`config.mk`:
```
export PLATFORM = sky130hd
export DESIGN_NAME = wildcard_pattern_match_core_flat
export DESIGN_NICKNAME = d
export VERILOG_FILES = /design/src/rtl/core/wpm_pkg.sv /design/src/rtl/core/wpm_if.sv /design/src/rtl/core/wildcard_pattern_match_core.sv /design/src/rtl/core/wpm_front.sv /design/src/rtl/core/wpm_queue.sv /design/src/rtl/core/wpm_back.sv /design/src/flat_wrapper.sv
export SDC_FILE = /design/constraint.sdc
export NUM_CORES = 2
export LEC_CHECK = 0
export ABC_AREA = 0
export BUFFER_PORTS_ARGS = -buffer_cell sky130_fd_sc_hd__buf_2
export CORE_UTILIZATION = 35
export DETAILED_ROUTE_END_ITERATION = 8
export PLACE_DENSITY_LB_ADDON = 0.25
export SKIP_LAST_GASP = 1
export SLEW_MARGIN = 20
export SYNTH_ARGS = -nofsm -noshare
export SYNTH_HDL_FRONTEND = slang
export SYNTH_SLANG_ARGS = --single-unit
```
`constraint.sdc`:
```
create_clock -name clk -period 6.3 [get_ports clk]
set_input_delay 0.63 -clock clk [delete_from_list [all_inputs] [get_ports clk]]
set_output_delay 0.63 -clock clk [all_outputs]
set_load 0.03 [all_outputs]
```
`src/rtl/core/wpm_pkg.sv`:
```
// wpm_pkg: shared types, op codes and constants of the wildcard pattern matcher
// no dependencies; compiled first
`default_nettype none

package wpm_pkg;

  // default pattern capacity in bytes
  localparam int MAX_PATTERN_DEF = 64;

  // wildcard bytes of the pattern
  localparam logic [7:0] STAR_BYTE = 8'd42;
  localparam logic [7:0] ANY_BYTE  = 8'd63;

  // op codes of the input transaction
  localparam logic [1:0] OP_CLEAR  = 2'd0;
  localparam logic [1:0] OP_APPEND = 2'd1;
  localparam logic [1:0] OP_TEXT   = 2'd2;
  localparam logic [1:0] OP_FINISH = 2'd3;

  // command kind after classification
  typedef enum logic [1:0] {
    KIND_CLEAR,
    KIND_APPEND,
    KIND_TEXT,
    KIND_FINISH
  } kind_t;

  typedef struct packed {
    kind_t      kind;
    logic [7:0] symbol;
    logic       sym_star;
    logic       sym_any;
  } cmd_t;

  // command queue between front and back
  localparam int QUEUE_DEPTH = 2;
  localparam int QPTR_W      = (QUEUE_DEPTH > 1) ? $clog2(QUEUE_DEPTH) : 1;
  localparam int QCNT_W      = $clog2(QUEUE_DEPTH + 1);

  // status of the back end, seen by the top level
  typedef struct packed {
    logic take;
    logic take_finish;
  } back_stat_t;

endpackage

`default_nettype wire

```
`src/rtl/core/wpm_if.sv`:
```
// wpm_if: valid/ready channel interfaces for input and result transactions
// no dependencies
`default_nettype none

interface wpm_in_if;
  logic       valid;
  logic       ready;
  logic [1:0] op;
  logic [7:0] symbol;

  modport source (output valid, output op, output symbol, input ready);
  modport sink   (input valid, input op, input symbol, output ready);
endinterface

interface wpm_out_if;
  logic valid;
  logic ready;
  logic matched;
  logic overflow;

  modport source (output valid, output matched, output overflow, input ready);
  modport sink   (input valid, input matched, input overflow, output ready);
endinterface

`default_nettype wire

```
`src/rtl/core/wildcard_pattern_match_core.sv`:
```
// wildcard_pattern_match_core: top level of the whole-string wildcard matcher
// depends on wpm_pkg, wpm_if, wpm_front, wpm_queue and wpm_back
`default_nettype none

// channel   dir   payload              meaning
// in_chan   in    op[1:0], symbol[7:0] clear / append pattern byte / text byte / finish
// out_chan  out   matched, overflow    one result transaction per finish
//
// flow: a transaction passes the front register, the command queue and the
//   pattern cell row; the back end retires one command per cycle while no finish
//   waits on a full result register, so the sustained rate is one transaction per
//   cycle; a finish passes the front register, a queue slot and the result register
// the row of cells updates all pattern positions at once through one carry
//   chain of MAX_PATTERN+1 bits, which sets the clock period
// reset: synchronous active low; empties the queue, sets pattern length to
//   zero and the match row to its empty-text value; pattern bytes need none
// stalls: a finish waits at the head of the queue while the result register
//   is still full, and every command behind it waits too; the second queue
//   slot and the front register take two more transactions, then in_chan.ready
//   drops

module wildcard_pattern_match_core
  import wpm_pkg::*;
#(
  parameter int MAX_PATTERN = MAX_PATTERN_DEF
) (
  input  wire logic  clk,
  input  wire logic  rst_n,
  wpm_in_if.sink     in_chan,
  wpm_out_if.source  out_chan
);

  // front to queue
  logic       push_valid;
  logic       push_ready;
  cmd_t       push_cmd;

  // queue to back
  logic       q_valid;
  logic       q_ready;
  cmd_t       q_cmd;

  back_stat_t bstat;

  // accept and classify transactions
  wpm_front u_front (
    .clk        (clk),
    .rst_n      (rst_n),
    .in_chan    (in_chan),
    .push_valid (push_valid),
    .push_cmd   (push_cmd),
    .push_ready (push_ready)
  );

  // decouples the front from stalls of the result channel
  wpm_queue u_queue (
    .clk        (clk),
    .rst_n      (rst_n),
    .push_valid (push_valid),
    .push_cmd   (push_cmd),
    .push_ready (push_ready),
    .pop_valid  (q_valid),
    .pop_cmd    (q_cmd),
    .pop_ready  (q_ready)
  );

  // pattern cells, match row and result register
  wpm_back #(
    .MAX_PATTERN (MAX_PATTERN)
  ) u_back (
    .clk       (clk),
    .rst_n     (rst_n),
    .cmd_valid (q_valid),
    .cmd       (q_cmd),
    .cmd_ready (q_ready),
    .out_chan  (out_chan),
    .stat      (bstat)
  );

  // a new result only follows a finish taken by the back end
  a_result_from_finish: assert property (@(posedge clk) disable iff (!rst_n)
    $rose(out_chan.valid) |-> $past(bstat.take_finish))
    else $error("result raised without a finish command");

  // the back end never takes a command from an empty queue
  a_take_needs_cmd: assert property (@(posedge clk) disable iff (!rst_n)
    bstat.take |-> q_valid)
    else $error("back end took a command from an empty queue");

  // no result is pending right after reset
  a_reset_no_result: assert property (@(posedge clk)
    $past(!rst_n) |-> !out_chan.valid)
    else $error("result valid right after reset");

endmodule

`default_nettype wire

```
`src/rtl/core/wpm_front.sv`:
```
// wpm_front: accepts input transactions and classifies them into commands
// depends on wpm_pkg and wpm_if
`default_nettype none

module wpm_front
  import wpm_pkg::*;
(
  input  wire logic clk,
  input  wire logic rst_n,
  wpm_in_if.sink    in_chan,
  output logic      push_valid,
  output cmd_t      push_cmd,
  input  wire logic push_ready
);

  logic hold_valid_r;
  logic hold_valid_nxt;
  cmd_t hold_cmd_r;
  cmd_t cls_cmd;
  logic accept;

  assign in_chan.ready = !hold_valid_r || push_ready;
  assign accept        = in_chan.valid && in_chan.ready;

  always_comb begin
    cls_cmd          = '0;
    cls_cmd.symbol   = in_chan.symbol;
    cls_cmd.sym_star = (in_chan.symbol == STAR_BYTE);
    cls_cmd.sym_any  = (in_chan.symbol == ANY_BYTE);
    unique case (in_chan.op)
      OP_CLEAR:  cls_cmd.kind = KIND_CLEAR;
      OP_APPEND: cls_cmd.kind = KIND_APPEND;
      OP_TEXT:   cls_cmd.kind = KIND_TEXT;
      OP_FINISH: cls_cmd.kind = KIND_FINISH;
      default:   cls_cmd.kind = KIND_FINISH;
    endcase
  end

  always_comb begin
    hold_valid_nxt = hold_valid_r;
    if (accept) begin
      hold_valid_nxt = 1'b1;
    end else if (push_ready) begin
      hold_valid_nxt = 1'b0;
    end
  end

  always_ff @(posedge clk) begin
    if (!rst_n) begin
      hold_valid_r <= 1'b0;
    end else begin
      hold_valid_r <= hold_valid_nxt;
    end
  end

  always_ff @(posedge clk) begin
    if (accept) begin
      hold_cmd_r <= cls_cmd;
    end
  end

  assign push_valid = hold_valid_r;
  assign push_cmd   = hold_cmd_r;

endmodule

`default_nettype wire

```
`src/rtl/core/wpm_queue.sv`:
```
// wpm_queue: short command fifo between front and back
// depends on wpm_pkg
`default_nettype none

module wpm_queue
  import wpm_pkg::*;
(
  input  wire logic clk,
  input  wire logic rst_n,
  input  wire logic push_valid,
  input  wire cmd_t push_cmd,
  output logic      push_ready,
  output logic      pop_valid,
  output cmd_t      pop_cmd,
  input  wire logic pop_ready
);

  cmd_t              slot_r [QUEUE_DEPTH];
  logic [QPTR_W-1:0] wptr_r;
  logic [QPTR_W-1:0] rptr_r;
  logic [QCNT_W-1:0] count_r;
  logic [QPTR_W-1:0] wptr_nxt;
  logic [QPTR_W-1:0] rptr_nxt;
  logic [QCNT_W-1:0] count_nxt;
  logic              do_push;
  logic              do_pop;

  assign push_ready = (count_r != QCNT_W'(QUEUE_DEPTH));
  assign pop_valid  = (count_r != '0);
  assign pop_cmd    = slot_r[rptr_r];
  assign do_push    = push_valid && push_ready;
  assign do_pop     = pop_valid && pop_ready;

  always_comb begin
    wptr_nxt  = wptr_r;
    rptr_nxt  = rptr_r;
    count_nxt = count_r;
    if (do_push) begin
      wptr_nxt = (wptr_r == QPTR_W'(QUEUE_DEPTH - 1)) ? '0 : wptr_r + 1'b1;
    end
    if (do_pop) begin
      rptr_nxt = (rptr_r == QPTR_W'(QUEUE_DEPTH - 1)) ? '0 : rptr_r + 1'b1;
    end
    if (do_push && !do_pop) begin
      count_nxt = count_r + 1'b1;
    end else if (do_pop && !do_push) begin
      count_nxt = count_r - 1'b1;
    end
  end

  always_ff @(posedge clk) begin
    if (!rst_n) begin
      wptr_r  <= '0;
      rptr_r  <= '0;
      count_r <= '0;
    end else begin
      wptr_r  <= wptr_nxt;
      rptr_r  <= rptr_nxt;
      count_r <= count_nxt;
    end
  end

  always_ff @(posedge clk) begin
    if (do_push) begin
      slot_r[wptr_r] <= push_cmd;
    end
  end

endmodule

`default_nettype wire

```
`src/rtl/core/wpm_back.sv`:
```
// wpm_back: pattern cells, prefix match row and result register
// depends on wpm_pkg and wpm_if
`default_nettype none

module wpm_back
  import wpm_pkg::*;
#(
  parameter int MAX_PATTERN = MAX_PATTERN_DEF
) (
  input  wire logic clk,
  input  wire logic rst_n,
  input  wire logic cmd_valid,
  input  wire cmd_t cmd,
  output logic      cmd_ready,
  wpm_out_if.source out_chan,
  output back_stat_t stat
);

  localparam int N = MAX_PATTERN;

  logic [7:0] pat_r [N];
  logic [N-1:0] star_r, star_nxt;
  logic [N-1:0] any_r, any_nxt;
  logic [N-1:0] act_r, act_nxt;
  logic [N:0]   endsel_r, endsel_nxt;
  logic [N:0]   row_r, row_nxt;
  logic         ovf_r, ovf_nxt;
  logic         out_valid_r, out_valid_nxt;
  logic         matched_r;
  logic         overflow_r;

  logic         take;
  logic         is_clear, is_append, is_text, is_finish;
  logic         restart;
  logic         full;
  logic [N-1:0] wr_vec;
  logic [N-1:0] match_vec;
  logic [N-1:0] gen;
  logic [N-1:0] prop;
  logic         cin;
  logic [N:0]   add_a, add_b, add_sum, carry;

  assign is_clear  = (cmd.kind == KIND_CLEAR);
  assign is_append = (cmd.kind == KIND_APPEND);
  assign is_text   = (cmd.kind == KIND_TEXT);
  assign is_finish = (cmd.kind == KIND_FINISH);

  assign take      = cmd_valid && (!is_finish || !out_valid_r || out_chan.ready);
  assign cmd_ready = take;
  assign restart   = take && !is_text;
  assign full      = endsel_r[N];
  assign wr_vec    = {N{take && is_append}} & endsel_r[N-1:0];

  // each cell compares its own byte against the text byte
  for (genvar i = 0; i < N; i++) begin : g_cell
    assign match_vec[i] = any_r[i] || (pat_r[i] == cmd.symbol);

    always_ff @(posedge clk) begin
      if (wr_vec[i]) begin
        pat_r[i] <= cmd.symbol;
      end
    end
  end

  always_comb begin
    if (is_clear) begin
      star_nxt   = '0;
      any_nxt    = '0;
      act_nxt    = '0;
      endsel_nxt = (N+1)'(1);
    end else begin
      star_nxt   = (star_r & ~wr_vec) | (wr_vec & {N{cmd.sym_star}});
      any_nxt    = (any_r & ~wr_vec) | (wr_vec & {N{cmd.sym_any}});
      act_nxt    = act_r | wr_vec;
      endsel_nxt = (is_append && !full) ? (endsel_r << 1) : endsel_r;
    end
  end

  // row update as a carry chain: a star cell passes its left neighbor on
  always_comb begin
    if (restart) begin
      gen  = '0;
      prop = star_nxt;
      cin  = 1'b1;
    end else begin
      gen  = act_r & ((star_r & row_r[N:1]) |
                      (~star_r & match_vec & row_r[N-1:0]));
      prop = star_r;
      cin  = 1'b0;
    end
    add_a   = {1'b0, gen | prop};
    add_b   = {1'b0, gen};
    add_sum = add_a + add_b + (N+1)'(cin);
    carry   = add_sum ^ add_a ^ add_b;
    row_nxt = {carry[N:1], restart};
  end

  always_comb begin
    ovf_nxt = ovf_r;
    if (is_clear) begin
      ovf_nxt = 1'b0;
    end else if (is_append && full) begin
      ovf_nxt = 1'b1;
    end
  end

  always_comb begin
    out_valid_nxt = out_valid_r;
    if (take && is_finish) begin
      out_valid_nxt = 1'b1;
    end else if (out_chan.ready) begin
      out_valid_nxt = 1'b0;
    end
  end

  always_ff @(posedge clk) begin
    if (!rst_n) begin
      star_r      <= '0;
      any_r       <= '0;
      act_r       <= '0;
      endsel_r    <= (N+1)'(1);
      row_r       <= (N+1)'(1);
      ovf_r       <= 1'b0;
      out_valid_r <= 1'b0;
    end else begin
      if (take && !is_text && !is_finish) begin
        star_r   <= star_nxt;
        any_r    <= any_nxt;
        act_r    <= act_nxt;
        endsel_r <= endsel_nxt;
        ovf_r    <= ovf_nxt;
      end
      if (take) begin
        row_r <= row_nxt;
      end
      out_valid_r <= out_valid_nxt;
    end
  end

  always_ff @(posedge clk) begin
    if (take && is_finish) begin
      matched_r  <= |(row_r & endsel_r);
      overflow_r <= ovf_r;
    end
  end

  assign out_chan.valid    = out_valid_r;
  assign out_chan.matched  = matched_r;
  assign out_chan.overflow = overflow_r;

  assign stat.take        = take;
  assign stat.take_finish = take && is_finish;

endmodule

`default_nettype wire

```
`src/flat_wrapper.sv`:
```
// flat-port wrapper written by rule: the top's interface ports become plain ports
module wildcard_pattern_match_core_flat import wpm_pkg::*;
#(
  parameter int MAX_PATTERN = MAX_PATTERN_DEF
)
  (clk, rst_n, in_chan_valid, in_chan_op, in_chan_symbol, in_chan_ready, out_chan_valid, out_chan_matched, out_chan_overflow, out_chan_ready);
  wpm_in_if in_chan_i ();
  wpm_out_if out_chan_i ();
  input  wire logic clk;
  input  wire logic rst_n;
  input wire logic [$bits(in_chan_i.valid)-1:0] in_chan_valid;
  input wire logic [$bits(in_chan_i.op)-1:0] in_chan_op;
  input wire logic [$bits(in_chan_i.symbol)-1:0] in_chan_symbol;
  output wire logic [$bits(in_chan_i.ready)-1:0] in_chan_ready;
  output wire logic [$bits(out_chan_i.valid)-1:0] out_chan_valid;
  output wire logic [$bits(out_chan_i.matched)-1:0] out_chan_matched;
  output wire logic [$bits(out_chan_i.overflow)-1:0] out_chan_overflow;
  input wire logic [$bits(out_chan_i.ready)-1:0] out_chan_ready;
  assign in_chan_i.valid = in_chan_valid;
  assign in_chan_i.op = in_chan_op;
  assign in_chan_i.symbol = in_chan_symbol;
  assign in_chan_ready = in_chan_i.ready;
  assign out_chan_valid = out_chan_i.valid;
  assign out_chan_matched = out_chan_i.matched;
  assign out_chan_overflow = out_chan_i.overflow;
  assign out_chan_i.ready = out_chan_ready;
  wildcard_pattern_match_core #(.MAX_PATTERN(MAX_PATTERN)) u_core (.clk(clk), .rst_n(rst_n), .in_chan(in_chan_i), .out_chan(out_chan_i));
endmodule
```
==> results.tsv <==
metric	value	unit
outcome	complete, no violations	
number of cell rows	124	
CTS H-tree depth	3	
setup TNS	0	ps
Worst-path clk slew	60	ps
# DRC	0	
library cells used by synthesis	96	
vias per cell	5.57	
die width	342	um
worst skew pair latency	690	ps
cells after synthesis	3714	
crit path launch type	flip-flop	
CP required	6840	ps
unrepaired setup endpoints after global routing	false	
post-DP HPWL	86.4	mm
Leakage Power	14.0	nW
sequential group share of total power	41.9	%
fin util	39.8	%
drt pass-1 iters	6	
I/O pin cnt	18	
switching pwr	5.54	mW
Synth top area share	40.7	%
largest family of logic cells by synthesized area	compound AO/OA/AOI/OAI gates	
Comb pwr share	22.5	%
Simple-Gate Fraction of Synth Area	13.7	%
GRT Overall Usage	22.1	%
max-cap viol count	0	
Final Hold Vio Count	0	
layout cells sized above 1	8.71	%
Max transition margin	22.9	%
XOR/XNOR Fraction of Synth Area	11.2	%
max frequency	0.173	GHz
initial DRC count	3031	
Slew Viols, Final	0	
Slowest-stage cell, CP	dfxtp_2	
Crit. End Element	flip-flop	
Layout area overhead	12.6	%
Switching Fraction	33.2	%
Post-synth EDFFs	550	
CTS tree	built	
grt total ovfl	0	
most common cell in the synthesized netlist	edfxtp_1	
Post-Syn Area	40500	um^2
largest net degree at the start of global routing	84	
Synth Area in Adders	0.0617	%
GP Congestion	0.945	
top_reg_cell synth	edfxtp_1	
clock root buffer	clkbuf_16	
compound-gate portion of the synthesized area	13.9	%
cts bufs inserted	96	
initial antenna violation count	1	
wire per inst	24.6	um
Core Region	115000	um^2
Antenna Nets Post-Route	0	
Setup Skew	29.3	ps
Worst EP arrival	6320	ps
Initial Util	35.4	%
worst-path cell chain	mux2i_4, buf_4, xnor2_1, nor4_1, a221oi_1, nor3_1, nor4_2, and2_1, a221oi_1, buf_4, a211oi_1, nor4_1, o211ai_1, a21boi_1, o311ai_1	
final setup fails	0	
Post-CTS Hold Buffers	0	
CTS Sinks	880	
register bit total from synthesis	880	
top post-synthesis cells by count	edfxtp_1, xnor2_1, nand2_1, dfxtp_1, nor2_1	
Synth Warn #	0	
register area share after synthesis	57.0	%
Period Utilization, post-route	91.8	%
reg2reg setup slack	510	ps
fraction of registers with async set/reset	0	%
Worst Setup Path Type	flip-flop to flip-flop	
P per Cell Area	366	nW/um^2
mux cell area share after synthesis	0.889	%
vias in the first global route	28953	
Buffers on Ports	17	
P_int	11.2	mW
crit path max fanout	18	
post-layout minimum cycle time	5790	ps
worst slew pin tran	1150	ps
Clock Tree Buf Depth	3	
Hold Startpoint	in_chan_op[0]	
Synth area leader	edfxtp_1	
first-pass GRT wire length	195	mm
syn nets	3730	
clock power share	35.6	%
largest stage delay on the critical path	880	ps
nets@finish	3735	
die area	117000	um^2
ANT cells	0	
Die Height	342	um
post_cts resized	0	
hold crit path type	input pin to flip-flop	
Routed WL	130	mm
via count	29624	
peak supply drop	0.246	mV
top post-synthesis cells by area	edfxtp_1, dfxtp_1, xnor2_1	
syn_area_per_cell	10.9	um^2
## worst paths after layout
check | to | cells after the start
worst max-delay path | u_core.u_back.row_r[61] | 15
worst min-delay path | u_core.u_front.push_cmd[10] | 1
worst max register to register | u_core.u_back.row_r[61] | 15
worst min register to register | u_core.u_queue.slot_r[0][8] | 0
## cells by family (layout without fill, tap and decap cells)
logic type / count (synthesis) / after routing
DFF: 880 / 880
buffers and inverters: 267 / 355
muxes: 30 / 30
xor gates and xnor gates: 517 / 517
AOI/OAI and AO/OA: 857 / 857
adders and majority gates: 2 / 2
and+or+nand+nor: 1161 / 1161
## timing repair
| item | 4_1_cts | 5_1_grt |
|---|---|---|
| endpoints found under the setup margin | 0 | 2 |
| hold endpoints to repair | 0 | 0 |
| setup buffers | 0 | 3 |
## routing by layer
metal	track usage [%]	vias to the layer above	part of all wire [%]
met1	31.6	14828	45
met2	34.6	1045	45
li1	-	13540	-
met5	0	-	0
met4	6.91	0	2.9
met3	3.08	211	6.4
## metrics by stage
| step | std cells | instance area, um^2 | hold slack [ps] | setup WS, ps | total power, mW |
|---|---|---|---|---|---|
| 2_1_floorplan | 3714 | 40500 | 409 | 2160 | 9.26 |
| 3_5_place_dp | 5130 | 42300 | 453 | 514 | 10.8 |
| 3_3_place_gp | 5130 | 42300 | 442 | 499 | 10.8 |
| 6_report | 5314 | 45700 | 129 | 515 | 16.7 |
| 4_1_cts | 5311 | 45600 | 93.8 | 465 | 16.8 |
| 5_1_grt | 5314 | 45700 | 109 | 48.3 | 17.3 |
## cells in the final DEF (no fill, tap or decap), types with 89 or more instances in the layout
cell type / count
a22oi_1: 96
nor4_1: 89
a21oi_1: 209
nand2_1: 344
xnor2_1: 414
xor2_1: 103
nor2_1: 269
edfxtp_1: 550
nand3_1: 118
and2_1: 92
dfxtp_1: 329
o21ai_0: 186
clkbuf_16: 97
## state kept, by name, indices dropped and copies added, names as in the netlist, named ones only
register                         flops
u_core.u_queue.rptr_r                1
u_core.u_back.endsel_r              65
u_core.u_front.push_valid            1
u_core.u_back.pat_r                512
u_core.u_back.act_r                 64
u_core.u_back.out_chan.matched       1
u_core.u_back.any_r                 64
u_core.u_queue.wptr_r                1
u_core.u_queue.slot_r               24
u_core.u_back.row_r                 65
u_core.u_queue.count_r               2
u_core.u_back.star_r                64
u_core.u_front.push_cmd             12
u_core.u_back.ovf_r                  1
u_core.u_back.out_chan.overflow      1
u_core.u_back.out_chan.valid         1
## power groups by stage
stage | registers [mW] | clock network (mW) | logic [mW]
final | 7.01 | 5.94 | 3.76
after global routing | 7.01 | 6.24 | 4.02
after CTS | 6.99 | 6.03 | 3.75
after detailed placement | 7.11 | 0 | 3.74
after global placement | 7.11 | 0 | 3.73
after floorplan | 6.84 | 0 | 2.42
## area by class of cell
cell class,instances,area (um^2)
repair buffers,106,778
inverters,68,260
clock inverters,53,711
flip-flops and latches,880,23100
fillers,11060,69000
multi-input cells,2567,16300
well taps,1512,1890
clock buffers,128,2590
## critical path: cells and delay by family (launching register included)
| family | cells | cell delay (ps) |
|---|---|---|
| buffers and inverters | 2 | 750 |
| DFF | 1 | 880 |
| xor gates and xnor gates | 1 | 110 |
| muxes | 1 | 660 |
| AOI/OAI and AO/OA | 6 | 1360 |
| and+or+nand+nor | 5 | 1840 |
(Power assumes the default switching activity.)
